===== config.mk =====
export PLATFORM = sky130hd
export DESIGN_NAME = bfr_ram
export DESIGN_NICKNAME = d
export VERILOG_FILES = /design/src/rtl/bfr_ram.sv
export SDC_FILE = /design/constraint.sdc
export NUM_CORES = 1
export LEC_CHECK = 0
export BUFFER_PORTS_ARGS = -buffer_cell sky130_fd_sc_hd__buf_2
export CAP_MARGIN = 20
export CORE_UTILIZATION = 44
export CTS_BUF_LIST = sky130_fd_sc_hd__clkbuf_8
export DETAILED_ROUTE_END_ITERATION = 7
export SLEW_MARGIN = 20
export SYNTH_ARGS = -nofsm -noshare
export SYNTH_HDL_FRONTEND = slang
export SYNTH_SLANG_ARGS = --single-unit

===== constraint.sdc =====
create_clock -name clk -period 5.05 [get_ports clk]
set_clock_uncertainty 0.2 [all_clocks]
set_input_delay 0.7575 -clock clk [delete_from_list [all_inputs] [get_ports clk]]
set_output_delay 0.7575 -clock clk [all_outputs]
set_load 0.05 [all_outputs]

===== src/rtl/bfr_ram.sv =====
// generic single write port, single read port ram with registered read
module bfr_ram #(
    parameter int WIDTH = 8,
    parameter int DEPTH = 16
) (
    input  logic                     clk,
    input  logic                     we,
    input  logic [$clog2(DEPTH)-1:0] waddr,
    input  logic [WIDTH-1:0]         wdata,
    input  logic                     re,
    input  logic [$clog2(DEPTH)-1:0] raddr,
    output logic [WIDTH-1:0]         rdata
);

    logic [WIDTH-1:0] mem [DEPTH];
    logic [WIDTH-1:0] rdata_reg;

    always_ff @(posedge clk)
    begin
        if (we)
        begin
            mem[waddr] <= wdata;
        end
        if (re)
        begin
            rdata_reg <= mem[raddr];
        end
    end

    assign rdata = rdata_reg;

endmodule


## Yosys cells after proc, flatten, opt, wreduce, memory -nomap -nowiden

Memories as Yosys holds them, arrays and structs flattened. A register that Yosys moved wholly into a read port is not among the register bits.
Cells that the tools add are included.

| word-level totals | value |
|---|---|
| bits in registers | 0 |
| RAM bits | 128 |
| input port bits | 19 |
| output and inout port bits | 8 |
| word-level logic and storage cells | 3 |
| memories | 1 |

Memory list:

| memory | depth | width | read ports | clocked after memory_dff | write ports | line | text |
|---|---|---|---|---|---|---|---|
| mem | 16 | 8 | 1 | 1 | 1 | 15 | `logic [WIDTH-1:0] mem [DEPTH];` |

| cells by class | value |
|---|---|
| mux-type cells | 2 |

Operators by type and width:

| cell | count |
|---|---|
| $mux 1 | 2 |

## Longest topological paths before layout

Gate-level depths: netlist of the first run.

| depth | value |
|---|---|
| depth in word-level cells | 2 |
| gate-level depth with buffers | 5 |
| gate-level depth less buffers | 3 |

## Worst setup path after synthesis of the first run

No wires, ideal clock.

| path | value |
|---|---|
| path kind | input port to flip-flop |
| start | input port waddr[2] |
| end | memory mem[0][0], enable pin |
| data arrival time | 1.867 ns |
| slack | 2.600 ns |
| stages on the path | 2 |
| path buffers | 0 |
| cell sequence | or3b_2 nor3_1 |

RTL lines:

| item | line | text |
|---|---|---|
| start, declared | 8 | `input logic [$clog2(DEPTH)-1:0] waddr,` |
| end, declared | 15 |  |

No word-level cell before the write port.

==> flow_metrics.tcl, run 1 <==
set metrics [dict create \
    drt-vias-per-instance 5.546 \
    setup_viol 0 \
    max_freq_mhz 419.2 \
    synth_ff_type "edfxtp_1" \
    worst_setup_path_end_kind "flip-flop" \
    tritoncts_num_sinks 136 \
    first_global_vias 2474 \
    starting_density_of_the_core_pct 45.39 \
    synthesis.area_per_instance_um2 22.83 \
    synth.yosys.warnings 0 \
    post-route-util_pct 50.98 \
    globalRouteTotalUtil_pct 17.32 \
    worstPathRequired_ps 5010 \
    grt_first_pass_wirelength_mm 14.84 \
    pwr_density_cell_nw_per_um2 379.1 \
    instances_no_fill 425 \
    final_nets 288 \
    grt_setup_unrepaired "false" \
    ctsLongestPathBuffers 2 \
    tritoncts "yes" \
    vias 2357 \
    die_w_um 111 \
    synth_seq_cells 136 \
    top_level_ports 27 \
    leakage_power_nw 1.922 \
    min_path_type "primary input to flip-flop" \
    drt-total-wl_mm 9.629 \
    clock_tree.htree_level_count 4 \
    drt_drc_violations_left 7 \
    dp_hpwl_mm 5.995 \
    status "complete, but fails checks" \
    synth.top_cells.by_count "edfxtp_1, mux4_2, a22oi_1" \
    drive_above_1_share_pct 28.37 \
    layout_worst_path_cycle_share_pct 47.24 \
    ant_nets 0 \
    portBuffers 26 \
    timing.critical_path.fanout_max 23 \
    period_minus_slack_ps 2385 \
    post_cts_resize_count 0 \
    diodes 0 \
    die_y_um 111 \
    die-area_um2 12320 \
    synth_fp_nets 248 \
    number_of_placed_cells_counting_well_taps 392 \
    gate_count_after_technology_mapping 229 \
    synth_most_common_cell "edfxtp_1" \
    synth_area_leader_cell "edfxtp_1" \
    number_of_fillers_in_the_final_layout 910 \
    timing_max_transition_violations_final 0 \
    critical_path.startpoint_type "primary input" \
    initial_antenna_violation_count 0 \
    synth.area.top_cells "edfxtp_1, mux4_2, mux4_1" \
    cts-root-buf "clkbuf_8" \
    worst_stage_delay_on_the_critical_path_ps 580 \
    core_um2 11520 \
    clock_latency_ps 420 \
    remaining_max_slew_budget_at_the_tightest_pin_pct 34.91 \
    netlist_area_um2 5228 \
    synth_edf_count 136 \
    cp_cell_sequence "buf_2 > buf_12 > mux4_1 > a22oi_1 > nand2_1" \
    routability_congestion_estimate 0.6863 \
    worst-setup-path-type "primary input to flip-flop" \
    violations_in_the_final_reports "DRC" \
    drtIter0Drc 195 \
    drtPass1Iterations 6 \
    cap_violations 0 \
    worst_hold_slack_ps 518.3 \
    synth_top_cell_area_share_pct 78.12 \
    cp_data_arrival_time_ps 2350 \
    num_rows 39 \
    worstMarginPinSlew_ps 972.7 \
    synth_async_sr_flop_share_pct 0 \
    max_reg_flops 128 \
    globalRouteOverflowTotal 0 \
    maximum_number_of_pins_on_one_net_before_global_route_repair 33 \
    crit_family "buffers and inverters" \
    worst_setup_hold_path_clk_slew_ps 70 \
    synth_sequential_area_ratio_pct 78.12 \
    cts_hold_buf 0 \
    critical-path-slowest-cell "mux4_1" \
    post-cts-setup-buffer-count 0 \
    hold_viol_final 0 \
    totalNegativeSetupSlack_ps 0 \
    cts-buffers-inserted 17 \
    irDropWorstVdd_uv 152.1 \
    synthToLayoutAreaGrowth_pct 12.30 \
    post_drt_wl_per_cell_um 22.66 \
    placed_cell_area_um2 5480 \
    critical_path.n_buffers_inverters 2 \
    finalInstanceArea_um2 5871 \
    synth_cell_type_count 18 \
]
[final cells by class]
cell class	count	area (um^2)	area share, %
multi-input combinational	83	1057	18.01
sequential	136	4084	69.57
tap	143	178.9	3.048
timing repair buffer	31	180.2	3.069
clock inverter	15	136.4	2.323
clock buffer	17	234.0	3.986
[metal layers]
layer	routed length (um)	track usage, %	vias up
met3	487	4.319	12
met5	0	0	-
met2	4613	26.67	65
met1	4346	23.27	1223
met4	182	8.402	0
li1	-	-	1057
[placed cells by master (no fill, tap or decap)]
master      instances
buf_4               4
clkbuf_8           17
bufinv_16           2
nand2b_1            2
and2b_1             1
nor2b_1             1
mux4_1             14
a22oi_1            16
clkinv_4            1
clkinv_2            6
nand3b_1            2
nor3_1              4
buf_12              1
buf_2              26
edfxtp_1          136
nand2_1             9
nor2_1             13
or3b_2              1
mux4_2             18
nand3_1             1
clkinv_1            2
and2_1              1
clkinvlp_4          4
[logic make-up after synthesis]
| group | after synthesis | share of synthesized area, % |
|---|---|---|
| and+or+nand+nor | 35 | 3.136 |
| DFF | 136 | 78.12 |
| buffers and inverters | 10 | 1.651 |
| muxes | 32 | 14.79 |
| AOI/OAI and AO/OA | 16 | 2.298 |
[path summary, 6_finish.rpt]
check / start / end / slack (ps) / cells past startpoint
setup / recovery: raddr[0] / rdata[4]$_DFFE_PP_ / 2660 / 5
hold / removal: wdata[5] / mem[1][5]$_DFFE_PP_ / 520 / 1
setup reg to reg: mem[9][4]$_DFFE_PP_ / rdata[4]$_DFFE_PP_ / 3310 / 3
hold reg to reg: mem[7][1]$_DFFE_PP_ / rdata[1]$_DFFE_PP_ / 550 / 3
[power by group]
group	switching [mW]	leakage, nW	internal (mW)	total [mW]
Combinational	0.0825	0.504	0.0460	0.129
Clock	0.390	0.182	0.429	0.819
Sequential	0.00686	1.24	1.27	1.28
Total	0.480	1.92	1.75	2.23
[metrics by stage]
stage / power [mW] / setup slack, ps
after floorplan: 1.384 / 2600
after global placement: 1.430 / 1867
after detailed placement: 1.433 / 1869
after CTS: 2.245 / 2332
after global routing: 2.302 / 2569
final: 2.226 / 2665
Power figures use the tool's default switching activity.
==> inputs of run 2 (changes only) <==
- clock period: 5.05 -> 2.3 ns (I/O delays scaled with it)
==> run 2 against run 1 <==
Against the previous run:
- the flow still finishes with violations (DRC)
- worst setup slack got worse by 2100 ps
- wire length decreased by 0.45%
- non-clock buffer count increased by 19
- sequential share of layout area decreased by 2.6 points
- via count increased by 3.4%
- utilization increased by 2.0 points
- clock power increased by 150%
- register-to-register slack got worse by 2700 ps
- sequential power increased by 120%
- critical path depth decreased by 2
- hold slack got worse by 430 ps
- total power increased by 130%
- largest power group unchanged
==> flow_metrics.tcl, run 2 (same netlist as run 1, synthesis figures left out) <==
set metrics [dict create \
    remaining_max_slew_budget_at_the_tightest_pin_pct 70.92 \
    worst-setup-path-type "flip-flop to flip-flop" \
    cap_violations 0 \
    worst_setup_hold_path_clk_slew_ps 80 \
    layout_commonest_cell "edfxtp_1" \
    min_path_type "primary input to flip-flop" \
    grt_first_pass_wirelength_mm 14.61 \
    final_nets 307 \
    ant_nets 0 \
    initial_antenna_violation_count 0 \
    setup_viol 0 \
    top_library_cells_by_usage_in_the_layout_fill_and_taps_aside "edfxtp_1, buf_2, buf_4, mux4_2, clkbuf_8" \
    vias 2436 \
    ctsLongestPathBuffers 2 \
    ff2ff_path_depth 3 \
    core_um2 11520 \
    first_global_vias 2559 \
    violations_in_the_final_reports "DRC" \
    portBuffers 26 \
    cts_hold_buf 0 \
    routability_congestion_estimate 0.6876 \
    die_w_um 111 \
    max_freq_mhz 591.6 \
    die_y_um 111 \
    critPathCapture "rdata[2]$_DFFE_PP_" \
    grt_setup_unrepaired "false" \
    critical_path.startpoint_type "flip-flop" \
    drtPass1Iterations 6 \
    worst_setup_path_end_kind "flip-flop" \
    pwr_density_cell_nw_per_um2 842.7 \
    tritoncts_num_sinks 136 \
    drtIter0Drc 160 \
    drive_above_1_share_pct 32.33 \
    timing.critical_path.fanout_max 1 \
    multiInputGateArea_um2 1057 \
    worst_hold_slack_ps 92.20 \
    hold_viol_final 0 \
    cts-root-buf "clkbuf_8" \
    top_level_ports 27 \
    starting_density_of_the_core_pct 45.39 \
    drt-vias-per-instance 5.499 \
    worstMarginPinSlew_ps 436.2 \
    maximum_number_of_pins_on_one_net_before_global_route_repair 17 \
    worstPathRequired_ps 2270 \
    irDropWorstVdd_uv 319.9 \
    ff_to_ff_setup_slack_ps 610 \
    number_of_fillers_in_the_final_layout 903 \
    regToRegEndpoint "rdata[2]$_DFFE_PP_" \
    layout_worst_path_cycle_share_pct 73.49 \
    status "complete, but fails checks" \
    period_minus_slack_ps 1690 \
    cp_data_arrival_time_ps 1660 \
    synthToLayoutAreaGrowth_pct 16.63 \
    area.sequential_um2 4084 \
    max_reg_flops 128 \
    tritoncts "yes" \
    drt_drc_violations_left 6 \
    clock_tree.htree_level_count 4 \
    clock_latency_ps 420 \
    leakage_power_nw 2.061 \
    totalNegativeSetupSlack_ps 0 \
    globalRouteTotalUtil_pct 16.91 \
    dp_hpwl_mm 6.159 \
    timing_max_transition_violations_final 0 \
    number_of_placed_cells_counting_well_taps 412 \
    diodes 0 \
    die-area_um2 12320 \
    post_drt_wl_per_cell_um 21.64 \
    instances_no_fill 443 \
    globalRouteOverflowTotal 0 \
    cts-buffers-inserted 17 \
    worstReg2RegStart "mem[1][2]$_DFFE_PP_" \
    post-cts-setup-buffer-count 0 \
    num_rows 39 \
    drt-total-wl_mm 9.586 \
    startpoint "mem[1][2]$_DFFE_PP_" \
    post_cts_resize_count 0 \
]
-- run 2: cell count changes in the layout (fill, tap and decap cells not counted), sizes merged --
cell / previous run / this run
buf: 31 / 50
clkinv: 9 / 6
bufinv: 2 / 4
clkinvlp: 4 / 2
inv: 0 / 2
-- run 2: routing by layer --
metal / vias to the layer above / track usage, % / share of wire [%]
met5: - / 0 / 0
met4: 0 / 6.301 / 1.0
met3: 11 / 4.319 / 4.9
met2: 70 / 26.67 / 49
met1: 1260 / 22.84 / 45
li1: 1095 / - / -
-- run 2: area by class of cell --
cell class              count  area share [%]
well taps                 143           2.935
clock buffers              17           3.837
multi-input cells          83           17.34
clock inverters            14           2.996
repair buffers             50           5.910
flip-flops and latches    136           66.98
-- run 2: worst max-delay path: stages (launching register included) --
cell      delay (ps)
edfxtp_1         360
mux4_1           520
a22oi_1          290
nand2_1           80
-- run 2: stage by stage --
stage	util [%]	total power [mW]	instance area, um^2	setup WS (ps)
3_3_place_gp	49.33	3.161	5680	185.2
6_report	52.94	5.138	6097	609.7
2_1_floorplan	-	3.039	5228	262.1
5_1_grt	52.94	5.296	6097	543.0
3_5_place_dp	49.33	3.166	5680	181.9
4_1_cts	52.94	5.173	6097	574.8
-- run 2: worst min-delay path by stage --
stage,startpoint,endpoint,slack (ps),cells after the start
2_1_floorplan,wdata[0],mem[0][0]$_DFFE_PP_,240,0
3_3_place_gp,re,rdata[2]$_DFFE_PP_,520,1
3_5_place_dp,re,rdata[2]$_DFFE_PP_,520,1
4_1_cts,re,rdata[7]$_DFFE_PP_,70,1
5_1_grt,re,rdata[2]$_DFFE_PP_,60,1
6_report,re,rdata[7]$_DFFE_PP_,90,1
-- run 2: report_power, final --
group | total, mW | switching, mW | internal, mW
sequential | 2.80 | 0.0144 | 2.79
clock | 2.03 | 0.867 | 1.17
combinational | 0.302 | 0.182 | 0.119
total | 5.14 | 1.06 | 4.07
